===== src/rtl/tll_pkg.sv =====
// Shared types, constants and character helpers of the TINY lexer core.
// No dependencies; used by every module of the block.
`timescale 1ns / 1ps

package tll_pkg;

    localparam int unsigned MAX_TOKEN_LEN_DEF = 32;
    // Length fields carried between modules; wide enough for the largest buffer (48).
    localparam int unsigned LEN_W  = 6;
    localparam int unsigned CHAR_W = 8;
    localparam int unsigned TAG_W  = 4;
    localparam int unsigned OUT_W  = 16;

    typedef enum logic [2:0] {
        KIND_IDENT  = 3'd0,
        KIND_NUMBER = 3'd1,
        KIND_ASSIGN = 3'd2,
        KIND_SYMBOL = 3'd3,
        KIND_ERROR  = 3'd4
    } kind_t;

    localparam logic [7:0] CH_SPACE  = 8'h20;
    localparam logic [7:0] CH_LBRACE = 8'h7B;
    localparam logic [7:0] CH_RBRACE = 8'h7D;
    localparam logic [7:0] CH_COLON  = 8'h3A;
    localparam logic [7:0] CH_EQUAL  = 8'h3D;
    localparam logic [7:0] CH_PLUS   = 8'h2B;
    localparam logic [7:0] CH_MINUS  = 8'h2D;
    localparam logic [7:0] CH_STAR   = 8'h2A;
    localparam logic [7:0] CH_SLASH  = 8'h2F;
    localparam logic [7:0] CH_SEMI   = 8'h3B;
    localparam logic [7:0] CH_LT     = 8'h3C;
    localparam logic [7:0] CH_GT     = 8'h3E;
    localparam logic [7:0] CH_LPAREN = 8'h28;
    localparam logic [7:0] CH_RPAREN = 8'h29;

    localparam int unsigned WORD_CNT = 8;
    localparam int unsigned WORD_MAX = 6;

    localparam logic [7:0] WORD_TEXT [WORD_CNT][WORD_MAX] = '{
        '{8'h69, 8'h66, 8'h00, 8'h00, 8'h00, 8'h00},   // if
        '{8'h74, 8'h68, 8'h65, 8'h6E, 8'h00, 8'h00},   // then
        '{8'h65, 8'h6C, 8'h73, 8'h65, 8'h00, 8'h00},   // else
        '{8'h65, 8'h6E, 8'h64, 8'h00, 8'h00, 8'h00},   // end
        '{8'h72, 8'h65, 8'h70, 8'h65, 8'h61, 8'h74},   // repeat
        '{8'h75, 8'h6E, 8'h74, 8'h69, 8'h6C, 8'h00},   // until
        '{8'h72, 8'h65, 8'h61, 8'h64, 8'h00, 8'h00},   // read
        '{8'h77, 8'h72, 8'h69, 8'h74, 8'h65, 8'h00}    // write
    };

    localparam logic [LEN_W-1:0] WORD_LEN [WORD_CNT] = '{
        6'd2, 6'd4, 6'd4, 6'd3, 6'd6, 6'd5, 6'd4, 6'd5
    };

    // One queued token: either buffered in a bank, or a lone character carried inline.
    typedef struct packed {
        logic             bank;
        logic [LEN_W-1:0] length;
        kind_t            kind;
        logic [TAG_W-1:0] tag;
        logic             trunc;
        logic             is_inline;
        logic [7:0]       ch;
    } job_t;

    typedef struct packed {
        logic             en;
        logic             bank;
        logic [LEN_W-1:0] addr;
        logic [7:0]       data;
    } buf_wr_t;

    typedef struct packed {
        logic en;
        logic bank;
    } buf_rel_t;

    function automatic logic is_letter(input logic [7:0] c);
        return (c >= 8'd97 && c <= 8'd122) || (c >= 8'd65 && c <= 8'd90);
    endfunction

    function automatic logic is_digit(input logic [7:0] c);
        return c >= 8'h30 && c <= 8'h39;
    endfunction

    function automatic logic is_symbol(input logic [7:0] c);
        return c == CH_PLUS || c == CH_MINUS || c == CH_EQUAL || c == CH_STAR ||
               c == CH_SLASH || c == CH_SEMI || c == CH_LT || c == CH_GT ||
               c == CH_LPAREN || c == CH_RPAREN;
    endfunction

    // Narrows the candidate set of reserved words by the character at pos.
    function automatic logic [WORD_CNT-1:0] match_step(input logic [WORD_CNT-1:0] m,
                                                       input logic [LEN_W-1:0]    pos,
                                                       input logic [7:0]          c);
        logic [WORD_CNT-1:0] r;
        for (int w = 0; w < WORD_CNT; w++) begin
            r[w] = (pos < LEN_W'(WORD_MAX)) ? (m[w] && WORD_TEXT[w][pos[2:0]] == c) : 1'b0;
        end
        return r;
    endfunction

    function automatic logic [TAG_W-1:0] reserved_tag(input logic [WORD_CNT-1:0] m,
                                                     input logic [LEN_W-1:0]    len);
        logic [TAG_W-1:0] t;
        t = '0;
        for (int w = WORD_CNT - 1; w >= 0; w--) begin
            if (m[w] && WORD_LEN[w] == len)
                t = TAG_W'(w + 1);
        end
        return t;
    endfunction

endpackage


===== src/rtl/tll_queue.sv =====
// Two-entry job queue between the scanner front end and the emitter.
// Depends on tll_pkg for the job type.
`timescale 1ns / 1ps

module tll_queue
(
    input  logic          clk,
    input  logic          rst_n,
    input  logic          push,
    input  tll_pkg::job_t din,
    output logic          full,
    input  logic          pop,
    output tll_pkg::job_t dout,
    output logic          empty
);

    localparam int unsigned DEPTH = 2;
    localparam int unsigned PW    = $clog2(DEPTH);
    localparam int unsigned CW    = $clog2(DEPTH + 1);

    tll_pkg::job_t   ent_reg [DEPTH];
    logic [PW-1:0]   wr_ptr_reg, wr_ptr_next;
    logic [PW-1:0]   rd_ptr_reg, rd_ptr_next;
    logic [CW-1:0]   cnt_reg, cnt_next;
    logic            do_push, do_pop;

    assign full    = (cnt_reg == CW'(DEPTH));
    assign empty   = (cnt_reg == '0);
    assign dout    = ent_reg[rd_ptr_reg];
    assign do_push = push && !full;
    assign do_pop  = pop && !empty;

    always_comb
    begin
        wr_ptr_next = wr_ptr_reg;
        rd_ptr_next = rd_ptr_reg;
        cnt_next    = cnt_reg;
        if (do_push)
            wr_ptr_next = (wr_ptr_reg == PW'(DEPTH - 1)) ? '0 : wr_ptr_reg + PW'(1);
        if (do_pop)
            rd_ptr_next = (rd_ptr_reg == PW'(DEPTH - 1)) ? '0 : rd_ptr_reg + PW'(1);
        if (do_push && !do_pop)
            cnt_next = cnt_reg + CW'(1);
        else if (do_pop && !do_push)
            cnt_next = cnt_reg - CW'(1);
    end

    always_ff @(posedge clk or negedge rst_n)
    begin
        if (!rst_n)
        begin
            wr_ptr_reg <= '0;
            rd_ptr_reg <= '0;
            cnt_reg    <= '0;
        end
        else
        begin
            wr_ptr_reg <= wr_ptr_next;
            rd_ptr_reg <= rd_ptr_next;
            cnt_reg    <= cnt_next;
        end
    end

    always_ff @(posedge clk)
    begin
        if (do_push)
            ent_reg[wr_ptr_reg] <= din;
    end

endmodule


===== src/rtl/tll_front.sv =====
// Scanner front end: takes characters, runs the TINY scan modes, fills token banks
// and queues finished tokens. Depends on tll_pkg.
`timescale 1ns / 1ps

module tll_front
#(
    parameter int unsigned MAX_TOKEN_LEN = tll_pkg::MAX_TOKEN_LEN_DEF
)
(
    input  logic              clk,
    input  logic              rst_n,
    input  logic              in_valid,
    output logic              in_ready,
    input  logic [7:0]        in_char,
    input  logic              in_eoi,
    input  logic              q_full,
    output logic              push,
    output tll_pkg::job_t     push_job,
    output tll_pkg::buf_wr_t  buf_wr,
    input  tll_pkg::buf_rel_t buf_rel
);

    localparam int unsigned LW  = $clog2(MAX_TOKEN_LEN + 1);
    localparam int unsigned JLW = tll_pkg::LEN_W;
    localparam int unsigned WC  = tll_pkg::WORD_CNT;

    typedef enum logic [2:0] {
        PH_IDLE  = 3'b001,
        PH_SCAN  = 3'b010,
        PH_FLUSH = 3'b100
    } phase_t;

    typedef enum logic [4:0] {
        MODE_INITIAL = 5'b00001,
        MODE_COMMENT = 5'b00010,
        MODE_LETTER  = 5'b00100,
        MODE_DIGIT   = 5'b01000,
        MODE_ASSIGN  = 5'b10000
    } mode_t;

    phase_t          phase_reg, phase_next;
    mode_t           mode_reg, mode_next;
    logic [LW-1:0]   len_reg, len_next;
    logic            ovf_reg, ovf_next;
    tll_pkg::kind_t  kind_reg, kind_next;
    logic [WC-1:0]   match_reg, match_next;
    logic            bank_reg, bank_next;
    logic [1:0]      busy_reg, busy_next;
    logic [7:0]      char_reg, char_next;
    logic            eoi_reg, eoi_next;

    logic            consume, append, flush_req, assign_eq;

    assign in_ready = (phase_reg == PH_IDLE);

    always_comb
    begin
        phase_next = phase_reg;
        mode_next  = mode_reg;
        len_next   = len_reg;
        ovf_next   = ovf_reg;
        kind_next  = kind_reg;
        match_next = match_reg;
        bank_next  = bank_reg;
        busy_next  = busy_reg;
        char_next  = char_reg;
        eoi_next   = eoi_reg;
        consume    = 1'b0;
        append     = 1'b0;
        flush_req  = 1'b0;
        assign_eq  = 1'b0;
        push       = 1'b0;
        push_job   = '0;
        buf_wr     = '0;
        buf_wr.bank = bank_reg;

        if (buf_rel.en)
            busy_next[buf_rel.bank] = 1'b0;

        unique case (phase_reg)
            PH_IDLE:
            begin
                if (in_valid)
                begin
                    char_next  = in_char;
                    eoi_next   = in_eoi;
                    phase_next = PH_SCAN;
                end
            end
            PH_SCAN:
            begin
                unique case (mode_reg)
                    MODE_COMMENT:
                    begin
                        consume = 1'b1;
                        if (char_reg == tll_pkg::CH_RBRACE)
                            mode_next = MODE_INITIAL;
                    end
                    MODE_LETTER:
                    begin
                        if (tll_pkg::is_letter(char_reg))
                        begin
                            append  = 1'b1;
                            consume = 1'b1;
                        end
                        else
                            flush_req = 1'b1;      // delimiter is rescanned once the token is queued
                    end
                    MODE_DIGIT:
                    begin
                        if (tll_pkg::is_digit(char_reg))
                        begin
                            append  = 1'b1;
                            consume = 1'b1;
                        end
                        else
                            flush_req = 1'b1;
                    end
                    MODE_ASSIGN:
                    begin
                        flush_req = 1'b1;
                        if (char_reg == tll_pkg::CH_EQUAL)
                        begin
                            // ':=' completes: write '=' and queue in one go
                            assign_eq     = 1'b1;
                            consume       = !q_full;
                            buf_wr.en     = !q_full;
                            buf_wr.addr   = JLW'(len_reg);
                            buf_wr.data   = char_reg;
                        end
                    end
                    MODE_INITIAL:
                    begin
                        priority if (char_reg == tll_pkg::CH_SPACE)
                            consume = 1'b1;
                        else if (char_reg == tll_pkg::CH_LBRACE)
                        begin
                            consume   = 1'b1;
                            mode_next = MODE_COMMENT;
                        end
                        else if (tll_pkg::is_digit(char_reg) || tll_pkg::is_letter(char_reg) ||
                                 char_reg == tll_pkg::CH_COLON)
                        begin
                            // a new token needs a bank the emitter has let go of
                            if (!busy_reg[bank_reg])
                            begin
                                consume     = 1'b1;
                                buf_wr.en   = 1'b1;
                                buf_wr.addr = '0;
                                buf_wr.data = char_reg;
                                len_next    = LW'(1);
                                ovf_next    = 1'b0;
                                match_next  = tll_pkg::match_step('1, '0, char_reg);
                                priority if (tll_pkg::is_digit(char_reg))
                                begin
                                    kind_next = tll_pkg::KIND_NUMBER;
                                    mode_next = MODE_DIGIT;
                                end
                                else if (tll_pkg::is_letter(char_reg))
                                begin
                                    kind_next = tll_pkg::KIND_IDENT;
                                    mode_next = MODE_LETTER;
                                end
                                else
                                begin
                                    kind_next = tll_pkg::KIND_ASSIGN;
                                    mode_next = MODE_ASSIGN;
                                end
                            end
                        end
                        else
                        begin
                            // symbols and stray bytes go out as one-character tokens
                            if (!q_full)
                            begin
                                consume            = 1'b1;
                                push               = 1'b1;
                                push_job.length    = JLW'(1);
                                push_job.kind      = tll_pkg::is_symbol(char_reg) ?
                                                     tll_pkg::KIND_SYMBOL :
                                                     tll_pkg::KIND_ERROR;
                                push_job.is_inline = 1'b1;
                                push_job.ch        = char_reg;
                            end
                        end
                    end
                    default:
                    begin
                        mode_next = MODE_INITIAL;
                    end
                endcase

                if (consume)
                    phase_next = eoi_reg ? PH_FLUSH : PH_IDLE;
            end
            PH_FLUSH:
            begin
                if (mode_reg == MODE_LETTER || mode_reg == MODE_DIGIT ||
                    mode_reg == MODE_ASSIGN)
                begin
                    flush_req = 1'b1;
                    if (!q_full)
                        phase_next = PH_IDLE;
                end
                else
                begin
                    mode_next  = MODE_INITIAL;       // open comment is dropped
                    phase_next = PH_IDLE;
                end
            end
            default:
            begin
                phase_next = PH_IDLE;
            end
        endcase

        if (append)
        begin
            if (len_reg < LW'(MAX_TOKEN_LEN))
            begin
                buf_wr.en   = 1'b1;
                buf_wr.addr = JLW'(len_reg);
                buf_wr.data = char_reg;
                len_next    = len_reg + LW'(1);
                match_next  = tll_pkg::match_step(match_reg, JLW'(len_reg), char_reg);
            end
            else
                ovf_next = 1'b1;
        end

        if (flush_req && !q_full)
        begin
            push               = 1'b1;
            push_job.bank      = bank_reg;
            push_job.length    = JLW'(len_reg) + (assign_eq ? JLW'(1) : JLW'(0));
            push_job.kind      = kind_reg;
            push_job.tag       = (kind_reg == tll_pkg::KIND_IDENT && !ovf_reg) ?
                                 tll_pkg::reserved_tag(match_reg, JLW'(len_reg)) : '0;
            push_job.trunc     = ovf_reg;
            push_job.is_inline = 1'b0;
            busy_next[bank_reg] = 1'b1;
            bank_next          = !bank_reg;
            mode_next          = MODE_INITIAL;
            len_next           = '0;
            ovf_next           = 1'b0;
        end
    end

    always_ff @(posedge clk or negedge rst_n)
    begin
        if (!rst_n)
        begin
            phase_reg <= PH_IDLE;
            mode_reg  <= MODE_INITIAL;
            len_reg   <= '0;
            ovf_reg   <= 1'b0;
            kind_reg  <= tll_pkg::KIND_IDENT;
            match_reg <= '0;
            bank_reg  <= 1'b0;
            busy_reg  <= '0;
        end
        else
        begin
            phase_reg <= phase_next;
            mode_reg  <= mode_next;
            len_reg   <= len_next;
            ovf_reg   <= ovf_next;
            kind_reg  <= kind_next;
            match_reg <= match_next;
            bank_reg  <= bank_next;
            busy_reg  <= busy_next;
        end
    end

    always_ff @(posedge clk)
    begin
        char_reg <= char_next;
        eoi_reg  <= eoi_next;
    end

endmodule


===== src/rtl/tll_back.sv =====
// Emitter back end: holds the two token banks, replays queued tokens one character
// per word into a registered output stage. Depends on tll_pkg.
`timescale 1ns / 1ps

module tll_back
#(
    parameter int unsigned MAX_TOKEN_LEN = tll_pkg::MAX_TOKEN_LEN_DEF
)
(
    input  logic                      clk,
    input  logic                      rst_n,
    input  tll_pkg::buf_wr_t          buf_wr,
    output tll_pkg::buf_rel_t         buf_rel,
    input  logic                      q_empty,
    input  tll_pkg::job_t             q_job,
    output logic                      pop,
    output logic                      out_valid,
    input  logic                      out_ready,
    output logic [tll_pkg::OUT_W-1:0] out_data,
    output logic                      out_last
);

    localparam int unsigned AW  = $clog2(MAX_TOKEN_LEN);
    localparam int unsigned LW  = $clog2(MAX_TOKEN_LEN + 1);
    localparam int unsigned JLW = tll_pkg::LEN_W;
    localparam int unsigned TW  = tll_pkg::TAG_W;

    logic [7:0]       mem [2][MAX_TOKEN_LEN];
    logic [7:0]       rd_data_reg;

    logic             job_vld_reg;
    tll_pkg::job_t    job_reg;
    logic [LW-1:0]    idx_reg;

    logic             pend_reg;
    logic             pend_last_reg;
    tll_pkg::kind_t   pend_kind_reg;
    logic [TW-1:0]    pend_tag_reg;
    logic             pend_trunc_reg;
    logic             pend_inline_reg;
    logic [7:0]       pend_ch_reg;

    logic                      out_valid_reg;
    logic [tll_pkg::OUT_W-1:0] out_data_reg;
    logic                      out_last_reg;

    logic             load, issue, last_idx, rd_en;
    logic [7:0]       pend_char;

    assign load      = pend_reg && (!out_valid_reg || out_ready);
    assign issue     = job_vld_reg && (!pend_reg || load);
    assign last_idx  = (JLW'(idx_reg) + JLW'(1)) == job_reg.length;
    assign pop       = !job_vld_reg && !q_empty;
    assign rd_en     = issue && !job_reg.is_inline;
    assign pend_char = pend_inline_reg ? pend_ch_reg : rd_data_reg;

    // bank goes back to the scanner once its last character has been read
    assign buf_rel.en   = rd_en && last_idx;
    assign buf_rel.bank = job_reg.bank;

    assign out_valid = out_valid_reg;
    assign out_data  = out_data_reg;
    assign out_last  = out_last_reg;

    always_ff @(posedge clk)
    begin
        if (buf_wr.en)
            mem[buf_wr.bank][buf_wr.addr[AW-1:0]] <= buf_wr.data;
        if (rd_en)
            rd_data_reg <= mem[job_reg.bank][idx_reg[AW-1:0]];
    end

    always_ff @(posedge clk or negedge rst_n)
    begin
        if (!rst_n)
        begin
            job_vld_reg   <= 1'b0;
            idx_reg       <= '0;
            pend_reg      <= 1'b0;
            out_valid_reg <= 1'b0;
        end
        else
        begin
            if (pop)
            begin
                job_vld_reg <= 1'b1;
                idx_reg     <= '0;
            end
            else if (issue)
            begin
                idx_reg <= idx_reg + LW'(1);
                if (last_idx)
                    job_vld_reg <= 1'b0;
            end

            if (issue)
                pend_reg <= 1'b1;
            else if (load)
                pend_reg <= 1'b0;

            if (load)
                out_valid_reg <= 1'b1;
            else if (out_ready)
                out_valid_reg <= 1'b0;
        end
    end

    always_ff @(posedge clk)
    begin
        if (pop)
            job_reg <= q_job;
        if (issue)
        begin
            pend_last_reg   <= last_idx;
            pend_kind_reg   <= job_reg.kind;
            pend_tag_reg    <= job_reg.tag;
            pend_trunc_reg  <= job_reg.trunc;
            pend_inline_reg <= job_reg.is_inline;
            pend_ch_reg     <= job_reg.ch;
        end
        if (load)
        begin
            out_data_reg <= {pend_trunc_reg, pend_tag_reg, pend_kind_reg, pend_char};
            out_last_reg <= pend_last_reg;
        end
    end

endmodule


===== src/rtl/tiny_language_lexer_core.sv =====
// Top level of the TINY language lexer: scanner front end, job queue, emitter.
// Depends on tll_pkg, tll_front, tll_queue and tll_back.
`timescale 1ns / 1ps

// Usage
//   Input stream: one source character per word on s_axis; tlast marks the last
//   character of the source, after which any pending token is flushed.
//   Output stream: one word per token character on m_axis, tlast on the final
//   character of each token. Spaces and {comments} produce nothing.
//   Scanning: the scanner takes a character and scans it before it takes the next;
//   a character that ends an identifier, number or lone ':' is scanned twice (the
//   token is queued, then the character is rescanned), and an end-of-source word
//   adds a flush step. The scanner stalls only when the two-deep token queue is
//   full or when both token banks are still being replayed.
//   Path: a token is queued by the scanner, taken from the queue as a job, staged
//   and registered onto m_axis. The emitter gives one character per cycle while
//   m_axis_tready is high, and takes the next job only after a token's last character.
//   Stall: when m_axis_tready is low the output word holds; the emitter and then
//   the queue fill, and finally s_axis_tready stays low.
//   Reset: rst_n (asynchronous, active low) empties the queue and output stage
//   and returns the scanner to its initial mode. Banks need no clearing pass.
module tiny_language_lexer_core
#(
    parameter int unsigned MAX_TOKEN_LEN = tll_pkg::MAX_TOKEN_LEN_DEF   // 6 to 48
)
(
    input  logic                      clk,
    input  logic                      rst_n,
    input  logic                      s_axis_tvalid,
    output logic                      s_axis_tready,
    input  logic [7:0]                s_axis_tdata,   // [7:0] char_code
    input  logic                      s_axis_tlast,   // end_of_input
    output logic                      m_axis_tvalid,
    input  logic                      m_axis_tready,
    output logic [tll_pkg::OUT_W-1:0] m_axis_tdata,   // [7:0] token_char, [10:8] token_kind,
                                                      // [14:11] reserved_word, [15] truncated
    output logic                      m_axis_tlast    // last_char
);

    tll_pkg::job_t     push_job, q_job;
    tll_pkg::buf_wr_t  buf_wr;
    tll_pkg::buf_rel_t buf_rel;
    logic              push, q_full, q_empty, pop;

    tll_front
    #(
        .MAX_TOKEN_LEN (MAX_TOKEN_LEN)
    )
    u_front
    (
        .clk      (clk),
        .rst_n    (rst_n),
        .in_valid (s_axis_tvalid),
        .in_ready (s_axis_tready),
        .in_char  (s_axis_tdata),
        .in_eoi   (s_axis_tlast),
        .q_full   (q_full),
        .push     (push),
        .push_job (push_job),
        .buf_wr   (buf_wr),
        .buf_rel  (buf_rel)
    );

    // Decouples scanning from replay so either side can stall alone.
    tll_queue u_queue
    (
        .clk   (clk),
        .rst_n (rst_n),
        .push  (push),
        .din   (push_job),
        .full  (q_full),
        .pop   (pop),
        .dout  (q_job),
        .empty (q_empty)
    );

    tll_back
    #(
        .MAX_TOKEN_LEN (MAX_TOKEN_LEN)
    )
    u_back
    (
        .clk       (clk),
        .rst_n     (rst_n),
        .buf_wr    (buf_wr),
        .buf_rel   (buf_rel),
        .q_empty   (q_empty),
        .q_job     (q_job),
        .pop       (pop),
        .out_valid (m_axis_tvalid),
        .out_ready (m_axis_tready),
        .out_data  (m_axis_tdata),
        .out_last  (m_axis_tlast)
    );

endmodule


===== config.mk =====
export PLATFORM = sky130hd
export DESIGN_NAME = tiny_language_lexer_core
export DESIGN_NICKNAME = d
export VERILOG_FILES = /design/src/rtl/tll_pkg.sv /design/src/rtl/tll_queue.sv /design/src/rtl/tll_front.sv /design/src/rtl/tll_back.sv /design/src/rtl/tiny_language_lexer_core.sv
export SDC_FILE = /design/constraint.sdc
export NUM_CORES = 1
export LEC_CHECK = 0
export ABC_CLOCK_PERIOD_IN_PS = 5220
export BUFFER_PORTS_ARGS = -buffer_cell sky130_fd_sc_hd__buf_2
export CORE_ASPECT_RATIO = 1.2
export CORE_MARGIN = 5
export CORE_UTILIZATION = 65
export DETAILED_ROUTE_END_ITERATION = 12
export PLACE_DENSITY_LB_ADDON = 0.12
export SLEW_MARGIN = 10
export SYNTH_ARGS = -nofsm -noshare
export SYNTH_HDL_FRONTEND = slang
export SYNTH_SLANG_ARGS = --single-unit

===== constraint.sdc =====
create_clock -name clk -period 5.22 [get_ports clk]
set_clock_uncertainty 0.1 [all_clocks]
set_input_delay 0.522 -clock clk [delete_from_list [all_inputs] [get_ports clk]]
set_output_delay 0.522 -clock clk [all_outputs]
set_load 0.03 [all_outputs]

== Yosys cells after proc, flatten, opt, wreduce, memory -nomap -nowiden ==
Memory sizes are Yosys's and may differ from the RTL's. A register that Yosys moved wholly into a read port is not among the register bits.
Cells that the tools add are included.

* Flip-flop bits (word level): 94
* Latch bits: 0
* RAM bits: 560
* Memory bits (read-only): 512
* Word-level logic and storage cells: 359
* Memories: 10

* Add/sub/neg operators: 7
* $mul: 0
* Div/mod/pow operators: 0
* $lt $le $gt $ge: 16
* Eq/ne operators: 52
* Shift operators: 0
* Mux-type cells: 166
* Bitwise operators: 9
* Reduce and logical (&&, ||, !) cells: 73

{| class="wikitable"
|+ Memories
! memory !! depth !! width !! read ports !! clocked after Yosys merged registers in !! write ports !! line !! text
|-
| u_back.mem || 2 || 256 || 1 || 0 || 1 || tll_back.sv:28 || <nowiki>logic [7:0] mem [2][MAX_TOKEN_LEN];</nowiki>
|-
| (no name shown) || 8 || 8 || 1 || 0 || 0 || tll_pkg.sv:98 || <nowiki>r[w] = (pos < LEN_W'(WORD_MAX)) ? (m[w] && WORD_TEXT[w][pos[2:0]] == c) : 1'b0;</nowiki>
|-
| (no name shown) || 8 || 8 || 1 || 0 || 0 || tll_pkg.sv:98 ||
|-
| (no name shown) || 8 || 8 || 1 || 0 || 0 || tll_pkg.sv:98 ||
|-
| (no name shown) || 8 || 8 || 1 || 0 || 0 || tll_pkg.sv:98 ||
|-
| (no name shown) || 8 || 8 || 1 || 0 || 0 || tll_pkg.sv:98 ||
|-
| +4 memories || - || - || - || - || - || - ||
|}

{| class="wikitable"
|+ Operators with widths
! operator !! number
|-
| $mux W256 || 1
|-
| $mux W8 || 30
|-
| $mux W9 || 11
|-
| $eq A8 B6 Y1 const B || 12
|-
| $mux W13 || 6
|-
| $mux W6 || 11
|-
| $eq A8 B8 Y1 || 8
|-
| $mux W1 || 62
|-
| $eq A7 B8 Y1 const A || 6
|-
| $mux W5 || 9
|-
| $bmux W8 S5 || 1
|-
| $demux W8 S5 || 1
|-
| $mux W4 || 10
|-
| $logic_and A1 B1 Y1 || 33
|-
| $pmux W13 S2 || 1
|-
| $mux W3 || 7
|-
| $eq A3 B6 Y1 const A || 3
|-
| $eq A8 B7 Y1 const B || 2
|-
| $ge A8 B7 Y1 const B || 2
|-
| $le A8 B7 Y1 const B || 2
|-
| $logic_or A1 B1 Y1 || 16
|-
| $mux W16 || 1
|-
| $pmux W5 S3 || 1
|-
| $add A6 B1 Y6 const B || 2
|-
| 55 further kinds || 85
|}

== Longest topological paths before layout ==
Gate-level depths: netlist (run 1).

* Word-level depth: 18
* Depth in mapped cells: 11
* Depth with buffers taken out: 10

== Modules after synthesis ==
A second synthesis (run 1) with hierarchy kept.

* Cells, all modules: 1522
* Area total of the unflattened synthesis: 27709.1 um2

{| class="wikitable"
|+ By module, submodules not included
! module !! instances !! cells each !! area an instance (um2) !! seq. area each (um2)
|-
| tll_back || 1 || 1030 || 22399.0 || 17631.9
|-
| tll_front || 1 || 398 || 3279.4 || 973.4
|-
| tll_queue || 1 || 94 || 2030.7 || 1541.5
|}

== Worst setup path after synthesis (run 1) ==
OpenSTA, ideal clock, no wires.

* Path type: register -> register
* Start point: register u_front.char_reg[4]
* End point: memory u_queue.ent_reg[1][0] in the netlist's numbering (enable)
* Setup time: 0.407 ns
* Arrival time: 2.949 ns
* Data required time: 4.713 ns
* Slack: 1.764 ns
* Cell stages (with the launch flop): 8
* Buffers on the path: 1
* Period minus slack after synthesis: 3.456 ns
* Cell sequence: edfxtp_1 > buf_2 > and4bb_2 > a2111o_1 > a2111o_1 > o21ai_2 > nor2_1 > nor2b_1

* Cells in the longest elaborated chain, start to end: 14
* Elaborated cells on any way between the ends: 29
* Those cells by class: order compare: 6; eq/ne: 3; mux: 12; reduce/logical: 8

{| class="wikitable"
|+ Ends and longest elaborated chain
! item !! line !! text
|-
| from (decl) || tll_front.sv:49 || <nowiki>logic [7:0] char_reg, char_next;</nowiki>
|-
| from (signal assigned) || tll_front.sv:277 || <nowiki>char_reg <= char_next;</nowiki>
|-
| $ge A8 B7 Y1 / $le A8 B7 Y1 (equally long branches) || tll_pkg.sv:79 || <nowiki>return (c >= 8'd97 && c <= 8'd122) || (c >= 8'd65 && c <= 8'd90);</nowiki>
|-
| $logic_and A1 B1 Y1 || tll_pkg.sv:79 ||
|-
| $logic_or A1 B1 Y1 || tll_pkg.sv:79 ||
|-
| $logic_or A1 B1 Y1 (2 in a row) || tll_front.sv:141 || <nowiki>else if (tll_pkg::is_digit(char_reg) || tll_pkg::is_letter(char_reg) ||</nowiki>
|-
| $mux W1 || tll_front.sv:141 ||
|-
| $mux W1 || tll_front.sv:136 || <nowiki>else if (char_reg == tll_pkg::CH_LBRACE)</nowiki>
|-
| $mux W1 || tll_front.sv:134 || <nowiki>priority if (char_reg == tll_pkg::CH_SPACE)</nowiki>
|-
| $mux W1 || tll_front.sv:92 || <nowiki>unique case (mode_reg)</nowiki>
|-
| $mux W1 || tll_front.sv:80 || <nowiki>unique case (phase_reg)</nowiki>
|-
| $mux W1 * || tll_front.sv:231 || <nowiki>if (flush_req && !q_full)</nowiki>
|-
| $logic_and A1 B1 Y1 * || tll_queue.sv:30 || <nowiki>assign do_push = push && !full;</nowiki>
|-
| $mux W1 * || tll_queue.sv:66 || <nowiki>if (do_push)</nowiki>
|-
| $mux W1 (not written as such) * || tll_queue.sv:67 || <nowiki>ent_reg[wr_ptr_reg] <= din;</nowiki>
|-
| to (decl) || tll_queue.sv:21 || <nowiki>tll_pkg::job_t ent_reg [DEPTH];</nowiki>
|}

Every way passes the cells marked *; elsewhere a longest branch is shown, timed or not.

== Worst setup path in the final report (run 1) ==
* Start point: register u_front.char_reg[4]
* End point: memory u_back.mem[1][200] in the netlist's numbering (enable)

* Cells in the longest elaborated chain, start to end: 14
* Elaborated cells on any way between the ends: 42
* Those cells by class: order compare: 8; eq/ne: 4; mux: 22; bitwise: 1; reduce/logical: 7

{| class="wikitable"
|+ Ends and longest elaborated chain
! item !! line !! text
|-
| branches (longest 13 deep; another with $ge A8 B7 Y1) || - ||
|-
| $mux W256 (not written as such) * || tll_back.sv:68 || <nowiki>mem[buf_wr.bank][buf_wr.addr[AW-1:0]] <= buf_wr.data;</nowiki>
|-
| to (decl) || tll_back.sv:28 ||
|}

Every way passes the cells marked *.

==> results.rst, run 1 <==
.. list-table::
   :header-rows: 1

   * - Metric
     - Value
   * - Outcome
     - finished clean
   * - Number of core rows
     - 83
   * - Pin count of the biggest net entering global routing
     - 65
   * - Arrival time reported for the critical path endpoint
     - 4.36 ns
   * - Post-synthesis cell area
     - 0.02780 mm²
   * - Area of the die
     - 0.04701 mm²
   * - Number of synthesized register bits
     - between 600 and 700
   * - IR Drop Worst-Case VDD
     - between 0.0003 and 0.0004 V
   * - Global-route wire length before repair
     - about 92,000 µm
   * - Total number of vias
     - 14,999
   * - Final-stage net count
     - 1,714
   * - Largest family of logic cells by synthesized area
     - multiplexers
   * - Fraction of layout cells with a size suffix above 1
     - a little over a fifth
   * - Die Wd
     - 198.8 µm
   * - I/O Buffers
     - 31
   * - Synth top area share
     - 68.71%
   * - CP Capture Type
     - flop
   * - Final Core Density
     - 73.05%
   * - Hold_sp
     - s_axis_tvalid
   * - Detailed-router iteration count before antenna repair
     - 5
   * - Transition time of the tightest slew-check pin
     - 1.173 ns
   * - Portion of the post-synthesis area used by sequential elements
     - 72.41%
   * - Height of the die
     - 236.5 µm
   * - Worst reg2reg setup slack
     - 1.0 ns
   * - Post-synthesis compound-gate area fraction
     - roughly 4.7%
   * - Power spent charging and discharging nets
     - roughly 0.0036 W
   * - Gate family responsible for the most delay along the worst path
     - simple AND/OR/NAND/NOR gates
   * - Clock Path Buffers
     - 3
   * - Max FFs per register
     - 512
   * - Hold Crit Class
     - in2reg
   * - Cell Int Power
     - 0.009656 W
   * - XOR/XNOR Fraction of Synth Area
     - 1.134%
   * - DRC violations left
     - 0
   * - # IOs
     - 32
   * - Root Buffer
     - clkbuf_16
   * - Count of nets left with antenna violations after detail routing
     - 0
   * - Number of global-route vias before repair
     - 14,955
   * - Overflow left after global routing
     - 0
   * - Max transition margin
     - about a fifth
   * - Vias per std cell
     - 6.564
   * - Setup fix buffers added after clock tree synthesis
     - 0
   * - Count of H-tree levels built during CTS
     - 2
   * - Leading register cell type out of synthesis
     - edfxtp_1
   * - Delay of the slowest cell on the worst path
     - 0.90 ns
   * - Clk network pwr share
     - between 30% and 40%
   * - HPWL Detailed
     - ~40,000 µm
   * - Share of the cycle needed by the critical path after routing
     - 80.86%
   * - Element type at the critical path start
     - flop
   * - Critical-path cell list
     - and4bb_2 > nand4_1 > o22a_2 > a21oi_4 > nand3_1 > nor2_1
   * - RSZ-0062 raised after global routing
     - false
   * - Clock Latency Late Sink
     - 0.63 ns
   * - CTS sink cnt
     - 677
   * - Maximum fanout along the worst path
     - 23
   * - Cell taking the most area after synthesis
     - edfxtp_1
   * - Core Box Area
     - 0.04258 mm²
   * - Power per unit of standard cell area
     - 424.8 mW/mm²
   * - Number of synthesized flops with an enable pin
     - 636
   * - Clock tree from TritonCTS
     - built
   * - Final number of hold-violating endpoints
     - 0
   * - Top cells by instance count after synthesis
     - 636 x edfxtp_1, 128 x mux4_2, 88 x nor2_1
   * - Antenna violations before repair
     - 0
   * - Worst setup path startpoint
     - u_front.char_reg[4]
   * - Post-synthesis area per instance
     - 17.78 µm²
   * - Minimum clock period
     - approximately 4.2 ns
   * - Worst path slowest cell
     - edfxtp_1
   * - Initial cell density of the core
     - around 65%
   * - Multiplexer share of the synthesized area
     - 12.47%
   * - Switching part of the total
     - 26.93%
   * - Number of synthesis warnings
     - 0
   * - Reg power frac
     - 48.5%
   * - CTS buffer count
     - 60
   * - Maxcap violations
     - 0
   * - Category of the critical setup timing path
     - reg2reg
   * - Most frequently used cell type in the post-synthesis netlist
     - edfxtp_1
   * - Fill cell instance count of the final layout
     - between 2,000 and 3,000
   * - Max Slew Vio Count
     - 0
   * - Combinational share of power
     - 16.8%
   * - Total Negative Setup Slacks
     - 0 ns
   * - Adder-cell share of the synthesized area
     - 0.7202%
   * - Static leakage
     - 9.749 nW
   * - Maximum clock frequency
     - 0.2369 GHz
   * - Post-synth cell types
     - 84
   * - Synthesized-area fraction occupied by and/or/nand/nor cells
     - under 10%
   * - Critical path buffer and inverter count
     - 0
   * - Synthesized netlist cell count
     - 1,563
   * - Antenna diode count
     - 0
   * - Global router's overall resource usage
     - around a quarter
   * - Signed area change from the synthesized netlist to the final layout
     - 11.90%
   * - Required arrival time at the worst endpoint
     - 5.36 ns
   * - Starting DRC count in detailed routing
     - 1,618
   * - Final setup vio count
     - 0
   * - Worst flop-to-flop path startpoint
     - u_front.char_reg[4]
   * - Share of flip-flops with an asynchronous set or reset after synthesis
     - under 10%
   * - Detail-routed net length per standard cell
     - 26.78 µm
   * - Routability congestion estimate
     - 0.9647
   * - Total length of routed wires
     - 61,200 µm
   * - Clock Pin Slew Worst Setup and Hold Paths
     - 0.07 ns
   * - Largest cells by area after synthesis
     - edfxtp_1 69%, mux4_2 10%, dfrtp_1 3.5%
-- per-layer routing --
metal	GRT usage (%)	wire, µm
met2	41.65	29920
met4	9.515	2630
met5	0	0
met3	4.568	4729
met1	38.22	23920
-- power groups by stage --
| stage | logic, W | clock network [W] | registers (W) |
|---|---|---|---|
| floorplan | 0.00163 | 0 | 0.00635 |
| global placement | 0.00216 | 0 | 0.00651 |
| detailed placement | 0.00219 | 0 | 0.00652 |
| CTS | 0.00220 | 0.00465 | 0.00640 |
| global route | 0.00235 | 0.00489 | 0.00643 |
| finish | 0.00222 | 0.00459 | 0.00641 |
-- final cells by class --
cell class	instances	area (µm²)	area share, %
Sequential cell	677	20130	64.72
Timing Repair Buffer	95	693.2	2.229
Clock buffer	68	1551	4.988
Clock inverter	42	523.0	1.682
Multi-Input combinational cell	835	7453	23.96
Inverter	16	60.06	0.1931
Tap cell	552	690.7	2.221
-- path summary, 6_finish.rpt --
check | endpoint | depth (start not counted)
setup / recovery | u_back.mem[1][200] | 6
hold / removal | u_front.phase_reg[0] | 3
setup reg to reg | u_back.mem[1][200] | 6
hold reg to reg | u_back.pend_ch_reg[3] | 0
max in group asynchronous | u_back.idx_reg[0] | 2
min in group asynchronous | u_back.out_valid | 2
-- placed cells by master (no fill, tap or decap), types with 25 or more instances in the layout --
cell and count:
edfxtp_1 636, mux4_2 128, nor2_1 87, conb_1 64, clkbuf_16 60, a22oi_1 59
nand3_1 57, buf_4 51, nand2_1 44, dfrtp_1 38, mux2_2 34, nor3_1 33
buf_2 31, a21oi_1 28, xnor2_1 25
-- tightest hold or removal path: stages --
cell,delay [ns]
buf_2,0.10
inv_1,0.04
a22o_1,0.12
-- logic make-up after synthesis --
| logic type | after synthesis |
|---|---|
| buffers and inverters | 114 |
| DFF | 677 |
| muxes | 182 |
| other | 1 |
| AOI/OAI and AO/OA | 180 |
| adders and majority gates | 16 |
| xor gates and xnor gates | 36 |
| and+or+nand+nor | 357 |
-- metrics by stage --
stage,cell area (µm²),total power (W),cells,setup slack [ns],hold slack [ns]
finish,31100,0.01321,2285,0.9991,0.1064
global route,31100,0.01366,2285,0.8729,0.09140
CTS,31100,0.01325,2285,1.125,0.07417
detailed placement,28930,0.008702,2165,1.172,0.3045
global placement,28910,0.008663,2164,1.316,0.3027
floorplan,28030,0.007984,1626,1.764,0.1264
-- timing repair --
action,in CTS,in global routing
hold buffers,10,0
hold endpoints to repair,13,0
resized for setup,0,0
Power figures use the tool's default switching activity.
==> inputs of run 2 (changes only) <==
ABC_CLOCK_PERIOD_IN_PS = 4100   (was 5220)
CORE_UTILIZATION = 63   (was 65)
clock period = 4.1 ns   (was 5.22 ns; I/O delays follow)
==> run 2 against run 1 <==
Fmax rose by 19%. Design area grew 1.5%. Critical path depth is the same. Largest power group unchanged. Setup slack got worse by 0.45 ns. Non-clock buffer count rose by 58. First-iteration DRC count fell by 12%. Combinational power rose by 33%. Register-to-register slack worse by 0.45 ns. Highest routed layer unchanged. Sequential share of layout area shrank 0.93 points. Worst hold slack improved by 0.20 ns. Via count shrank 0.33%. Core utilization shrank 0.87 points.
==> results.rst, run 2 (synthesized netlist as in run 1, its figures left out) <==
.. list-table::
   :header-rows: 1

   * - Metric
     - Value
   * - Outcome
     - finished clean
   * - Worst path slowest cell
     - nor3_1
   * - Detailed-router iteration count before antenna repair
     - 5 (unchanged)
   * - Element type at the critical path start
     - flop
   * - Total Negative Setup Slacks
     - 0 ns (unchanged)
   * - Category of the critical setup timing path
     - reg2reg
   * - Critical path buffer and inverter count
     - 0 (unchanged)
   * - HPWL Detailed
     - 38,770 µm (-2.4%)
   * - Commonest non-fill, non-tap cell in the layout
     - edfxtp_1
   * - Hold Crit Class
     - reg2reg
   * - Length of routed met3 wiring
     - 4671 µm (-1.2%)
   * - IR Drop Worst-Case VDD
     - 0.0004081 V (+17%)
   * - DRC violations left
     - 0 (unchanged)
   * - Max Slew Vio Count
     - 0 (unchanged)
   * - Fill cell instance count of the final layout
     - 2,710 (+5.4%)
   * - Arrival time reported for the critical path endpoint
     - 3.69 ns (-0.67 ns)
   * - Minimum clock period
     - 3.547 ns (-0.6738 ns)
   * - Maximum clock frequency
     - 0.2819 GHz (+19%)
   * - Register area
     - 0.02013 mm² (unchanged)
   * - Share of the cycle needed by the critical path after routing
     - 86.51% (+5.7 points)
   * - Area occupied by multi-input gates
     - 0.007438 mm² (-0.20%)
   * - Starting DRC count in detailed routing
     - 1,417 (-12%)
   * - RSZ-0062 raised after global routing
     - false
   * - Most frequent cells in the layout
     - 636 x edfxtp_1, 128 x mux4_2, 102 x buf_4
   * - Power per unit of standard cell area
     - 532.1 mW/mm² (+25%)
   * - Initial cell density of the core
     - 63.57% (-1.7 points)
   * - Routability congestion estimate
     - 0.9221 (-4.4%)
   * - Clock Pin Slew Worst Setup and Hold Paths
     - 0.06 ns (about the same)
   * - Worst Hold Margin
     - 0.3109 ns (+0.2046 ns)
   * - I/O Buffers
     - 31 (unchanged)
   * - Clock Path Buffers
     - 3 (unchanged)
   * - Total length of routed wires
     - 61,260 µm (about the same)
   * - Count of H-tree levels built during CTS
     - 2 (unchanged)
   * - Area of the die
     - 0.04844 mm² (+3.0%)
   * - Fraction of layout cells with a size suffix above 1
     - 24.02% (+2.2 points)
   * - Core Box Area
     - 0.04372 mm² (+2.7%)
   * - Die Wd
     - 201.7 µm (+1.5%)
   * - Number of core rows
     - 84 (+1.2%)
   * - Detail-routed net length per standard cell
     - 26.02 µm (-2.8%)
   * - Overflow left after global routing
     - 0 (unchanged)
   * - DR WL met2
     - 30,670 µm (+2.5%)
   * - Static leakage
     - 10.07 nW (+3.3%)
   * - Final Core Density
     - 72.18% (-0.87 points)
   * - Vias per std cell
     - 6.350 (-3.3%)
   * - Final setup vio count
     - 0 (unchanged)
   * - Total number of vias
     - 14,949 (-0.33%)
   * - Signed area change from the synthesized netlist to the final layout
     - 13.54%
   * - # IOs
     - 32 (unchanged)
   * - CTS buffer count
     - 60 (unchanged)
   * - Pin count of the biggest net entering global routing
     - 81 (+25%)
   * - Wire length the detailed router placed on met1
     - 23,770 µm (-0.62%)
   * - Maximum fanout along the worst path
     - 9 (-61%)
   * - Antenna violations before repair
     - 0 (unchanged)
   * - CTS sink cnt
     - 677 (unchanged)
   * - Required arrival time at the worst endpoint
     - 4.25 ns (-1.11 ns)
   * - Final-stage net count
     - 1,772 (+3.4%)
   * - Maxcap violations
     - 0 (unchanged)
   * - Max FFs per register
     - 512 (unchanged)
   * - Number of global-route vias before repair
     - 15,121 (+1.1%)
   * - CP Capture Type
     - flop
   * - Final number of hold-violating endpoints
     - 0 (unchanged)
   * - Clock tree from TritonCTS
     - built
   * - Gate family responsible for the most delay along the worst path
     - simple AND/OR/NAND/NOR gates
   * - Root Buffer
     - clkbuf_16
   * - Max transition margin
     - 19.78% (-1.4 points)
   * - Transition time of the tightest slew-check pin
     - 1.194 ns (+0.02097 ns)
   * - Count of nets left with antenna violations after detail routing
     - 0 (unchanged)
   * - Delay of the slowest cell on the worst path
     - 0.95 ns (+0.05 ns)
   * - Global router's overall resource usage
     - 25.81% (-0.62 points)
   * - Global-route wire length before repair
     - 93,400 µm (+1.4%)
   * - Critical-path cell list
     - nor3_2 > nor3b_4 > nand4_4 > o32ai_2 > a21oi_1 > nor3_1
   * - Max layer used
     - met4
   * - Post-CTS sizing
     - 0 (unchanged)
   * - Height of the die
     - 240.1 µm (+1.5%)
   * - Clock Latency Late Sink
     - 0.63 ns (about the same)
==> run 2: cell types whose count changed in the layout (fill, tap and decap cells not counted), moves of 3 or more <==
cell,previous run,this run
buf_12,2,8
buf_4,51,102
clkinv_1,10,15
clkinv_2,8,14
clkinvlp_4,9,6
nor3_1,33,36
nor3_2,4,1
==> run 2: layer usage <==
| layer | up-vias | track usage (%) |
|---|---|---|
| li1 | 6603 | - |
| met1 | 7614 | 35.77 |
| met2 | 621 | 42.61 |
| met3 | 111 | 4.735 |
| met4 | 0 | 8.579 |
| met5 | - | 0 |
==> run 2: worst paths after layout <==
kind,start,end,slack (ns),cells past startpoint
worst max register to register,u_front.mode_reg[2],u_back.mem[0][253],0.55,6
worst max-delay path,u_front.mode_reg[2],u_back.mem[0][253],0.55,6
worst min register to register,u_back.job_reg[10],u_back.pend_tag_reg[0],0.31,0
worst min-delay path,u_back.job_reg[10],u_back.pend_tag_reg[0],0.31,0
min in group asynchronous,rst_n,u_back.pend_reg,0.42,2
max in group asynchronous,rst_n,u_back.idx_reg[0],2.71,2
==> run 2: area by class of cell <==
| class | instances | area share [%] |
|---|---|---|
| repair buffers | 153 | 3.806 |
| multi-input cells | 835 | 23.57 |
| clock buffers | 66 | 4.897 |
| clock inverters | 47 | 1.522 |
| flip-flops and latches | 677 | 63.79 |
| diodes | 1 | 0.007930 |
| well taps | 559 | 2.216 |
| inverters | 16 | 0.1903 |
==> run 2: stage by stage <==
| step | worst slack (ns) | power (W) | cells | area (µm²) |
|---|---|---|---|---|
| 6_report | 0.5529 | 0.01679 | 2354 | 31560 |
| 5_1_grt | 0.3259 | 0.01742 | 2353 | 31560 |
| 4_1_cts | 0.6185 | 0.01686 | 2353 | 31560 |
| 3_5_place_dp | 0.6122 | 0.01119 | 2228 | 29410 |
| 3_3_place_gp | 0.8306 | 0.01115 | 2228 | 29410 |
| 2_1_floorplan | 0.6440 | 0.01016 | 1626 | 28030 |
==> run 2: timing repair <==
action	CTS	global route
hold endpoints to repair	51	0
buffers inserted	0	0
hold buffers	12	0
==> run 2: where the power goes <==
part           total (W)  internal [W]  switching [W]
Clock            0.00569       0.00323        0.00245
Sequential       0.00815       0.00781       0.000331
Combinational    0.00296       0.00116        0.00180
Total             0.0168        0.0122        0.00459
==> run 2: worst register-to-register path, delay by kind of cell, from the launching register on <==
kind	cells	cell delay [ns]
AND/OR/NAND/NOR	4	1.83
AO/OA/AOI/OAI	2	0.76
flip-flops	1	0.48
==> inputs of run 3 (changes only) <==
ABC_AREA = 1   (was not set)
==> run 3 against run 2 <==
Setup slack better by 0.013 ns. Register-to-register slack hardly changed. Non-clock buffer count down 46. Combinational power up 25%. Synthesized area grew 2.1%. Die area up 2.0%. Sequential share of layout area fell by 0.56 points. Highest routed layer unchanged.
==> results.rst, run 3 <==
.. list-table::
   :header-rows: 1

   * - Metric
     - Value
   * - Worst reg2reg setup slack
     - 0.57 ns (about the same)
   * - RSZ-0062 raised after global routing
     - false
   * - Most frequent cells in the layout
     - 636 x edfxtp_1, 327 x nor2_1, 306 x nand2_1
   * - Die Wd
     - 203.8 µm (+1.0%)
   * - Number of global-route vias before repair
     - 18,188 (+20%)
   * - Hold-critical path depth
     - 0 (unchanged)
   * - Share of the cycle needed by the critical path after routing
     - 86.19% (-0.32 points)
   * - HPWL Detailed
     - 43,150 µm (+11%)
   * - Required arrival time at the worst endpoint
     - 4.24 ns (about the same)
   * - Max Slew Vio Count
     - 0 (unchanged)
   * - Antenna violations before repair
     - 0 (unchanged)
   * - R2R cell count
     - 11 (+5)
   * - Global-route wire length before repair
     - 104,800 µm (+12%)
   * - Clock tree from TritonCTS
     - built
   * - DRC violations left
     - 0 (unchanged)
   * - Clock Path Buffers
     - 3 (unchanged)
   * - Starting DRC count in detailed routing
     - 2,051 (+45%)
   * - Count of H-tree levels built during CTS
     - 2 (unchanged)
   * - Clk network pwr share
     - 33.4% (-0.5 points)
   * - Count of nets left with antenna violations after detail routing
     - 0 (unchanged)
   * - Reg power frac
     - 45.7% (-2.8 points)
   * - Final number of hold-violating endpoints
     - 0 (unchanged)
   * - Hold Crit Endpoint
     - u_back.pend_tag_reg[2]
   * - Pin count of the biggest net entering global routing
     - 177 (+120%)
   * - Worst setup path startpoint
     - u_front.char_reg[2]
   * - CP Capture Type
     - flop
   * - Portion of the post-synthesis area used by sequential elements
     - 70.90% (-1.5 points)
   * - Setup fix buffers added after clock tree synthesis
     - 0 (unchanged)
   * - Vias per std cell
     - 6.059 (-4.6%)
   * - Detail-routed net length per standard cell
     - 22.34 µm (-14%)
   * - Largest cells by area after synthesis
     - edfxtp_1 67%, o21ai_0 5.1%, nor2_1 4.4%
   * - Global router's overall resource usage
     - 27.56% (+1.8 points)
   * - Top cells by instance count after synthesis
     - 636 x edfxtp_1, 332 x nor2_1, 306 x nand2_1
   * - Post-synth cell types
     - 56 (-33%)
   * - Final Power
     - 0.01771 W (+5.5%)
   * - Signed area change from the synthesized netlist to the final layout
     - 12.15%
   * - CTS buffer count
     - 61 (+1.7%)
   * - Worst flop-to-flop path startpoint
     - u_front.char_reg[2]
   * - Maxcap violations
     - 0 (unchanged)
   * - Root Buffer
     - clkbuf_16
   * - Cell taking the most area after synthesis
     - edfxtp_1
   * - Initial cell density of the core
     - 63.40% (-0.17 points)
   * - Static leakage
     - 12.13 nW (+20%)
   * - Number of core rows
     - 85 (+1.2%)
   * - Detailed-router iteration count before antenna repair
     - 7 (+2)
   * - Reg2Reg Capture Point
     - u_back.mem[0][51]
   * - Worst Hold Margin
     - 0.3149 ns (+0.004000 ns)
   * - Max transition margin
     - 34.31% (+15 points)
   * - Clock Pin Slew Worst Setup and Hold Paths
     - 0.07 ns (about the same)
   * - Power per unit of standard cell area
     - 556.2 mW/mm² (+4.5%)
   * - Element type at the critical path start
     - flop
   * - Fraction of layout cells with a size suffix above 1
     - 12.14% (-12 points)
   * - Maximum clock frequency
     - 0.2830 GHz (+0.38%)
   * - Outcome
     - finished clean
   * - Share of flip-flops with an asynchronous set or reset after synthesis
     - 6.056% (unchanged)
   * - Hold_sp
     - u_back.job_reg[12]
   * - Number of synthesis warnings
     - 0 (unchanged)
   * - Core Box Area
     - 0.04477 mm² (+2.4%)
   * - CTS sink cnt
     - 677 (unchanged)
   * - Combinational share of power
     - 20.9% (+3.3 points)
   * - I/O Buffers
     - 31 (unchanged)
   * - Number of synthesized flops with an enable pin
     - 636 (unchanged)
   * - Synth top area share
     - 67.28% (-1.4 points)
   * - Area of the die
     - 0.04942 mm² (+2.0%)
   * - Number of synthesized register bits
     - 677 (unchanged)
   * - Overflow left after global routing
     - 0 (unchanged)
   * - Power spent charging and discharging nets
     - 0.005441 W (+19%)
   * - Post-synthesis area per instance
     - 12.36 µm² (-30%)
   * - Final-stage net count
     - 2,417 (+36%)
   * - # IOs
     - 32 (unchanged)
   * - Category of the critical setup timing path
     - reg2reg
   * - Clock Latency Late Sink
     - 0.62 ns (about the same)
   * - Maximum fanout along the worst path
     - 16 (+7)
   * - Minimum clock period
     - 3.534 ns (-0.01331 ns)
   * - Height of the die
     - 242.5 µm (+1.0%)
   * - Routability congestion estimate
     - 0.9154 (-0.73%)
   * - Number of buffers inserted by hold repair at cts
     - 12 (unchanged)
   * - Post-synthesis cell area
     - 0.02839 mm² (+2.1%)
   * - Antenna diode count
     - 0 (-1)
   * - Total length of routed wires
     - 68,100 µm (+11%)
   * - Switching part of the total
     - 30.73% (+3.4 points)
   * - Arrival time reported for the critical path endpoint
     - 3.68 ns (about the same)
   * - Commonest non-fill, non-tap cell in the layout
     - edfxtp_1
   * - IR Drop Worst-Case VDD
     - 0.0004226 V (+3.5%)
   * - Total Negative Setup Slacks
     - 0 ns (unchanged)
   * - Max FFs per register
     - 512 (unchanged)
   * - Final setup vio count
     - 0 (unchanged)
   * - Most frequently used cell type in the post-synthesis netlist
     - edfxtp_1
   * - Total number of vias
     - 18,468 (+24%)
   * - Cell Int Power
     - 0.01227 W (+0.51%)
   * - Synthesized netlist cell count
     - 2,296 (+47%)
   * - Leading register cell type out of synthesis
     - edfxtp_1
   * - Hold Crit Class
     - reg2reg
   * - Post-CTS sizing
     - 0 (unchanged)
   * - Transition time of the tightest slew-check pin
     - 0.9854 ns (-0.2087 ns)
run 3: changes by cell type in the layout (fill, tap and decap cells not counted), sizes merged, moves of 29 or more:
cell / change
nand2: +274
o22ai: +96
nor3: +39
a22oi: -59
buf: -46
inv: +67
o221ai: +29
mux4: -128
o21ai: +268
nor2: +247
run 3: cells by family after synthesis:
kind of cell,after synthesis,synth area share [%]
flops,677,70.90
simple gates,843,13.58
compound gates,498,10.26
fa+ha+maj,16,0.7052
other cells,1,0.01321
xor+xnor,27,0.8331
buf+inv,225,3.359
mux,9,0.3526
run 3: layout make-up:
type	count	area, µm²
fill	3063	12940
clock buffer	69	1599
sequential	677	20130
multi-input combinational	1457	7622
tap	609	762.0
timing repair buffer	107	880.8
clock inverter	45	514.2
inverter	84	326.6
run 3: power groups by stage:
stage | Combinational (W) | Clock (W) | Sequential [W]
3_5_place_dp | 0.00365 | 0 | 0.00823
4_1_cts | 0.00367 | 0.00597 | 0.00809
5_1_grt | 0.00401 | 0.00630 | 0.00812
2_1_floorplan | 0.00236 | 0 | 0.00812
3_3_place_gp | 0.00359 | 0 | 0.00822
6_report | 0.00371 | 0.00591 | 0.00809
run 3: per-layer routing:
layer  part of all wire (%)  GRT usage [%]
met1                     39          37.28
met2                     49          45.84
met3                    7.1          4.284
met4                    4.3          10.22
met5                      0              0
run 3: worst max-delay path, stage by stage, from the launching register on:
cell	delay, ns
edfxtp_1	0.53
inv_2	0.32
nand2_2	0.12
nor2_2	0.15
nand2_1	0.07
nand2_2	0.08
nand3_1	0.08
nand2_2	0.12
nand3_4	0.21
nand3_4	0.27
nand3_4	0.39
nor3_2	0.68
run 3: how the worst max path moves through the flow:
stage	to	cells after the start
CTS	u_back.mem[1][73]	13
finish	u_back.mem[0][51]	11
global placement	u_back.mem[0][110]	13
global route	u_back.mem[1][154]	12
floorplan	u_back.mem[0][0]	13
detailed placement	u_back.mem[1][72]	13
run 3: stage by stage:
step	area (µm²)	setup WS, ns	util, %	std cells
floorplan	28620	-0.8025	-	2359
global placement	29600	0.6919	66.12	2922
detailed placement	29600	0.6110	66.12	2922
CTS	31840	0.6031	71.11	3048
global route	31840	0.3087	71.11	3048
finish	31840	0.5662	71.11	3048
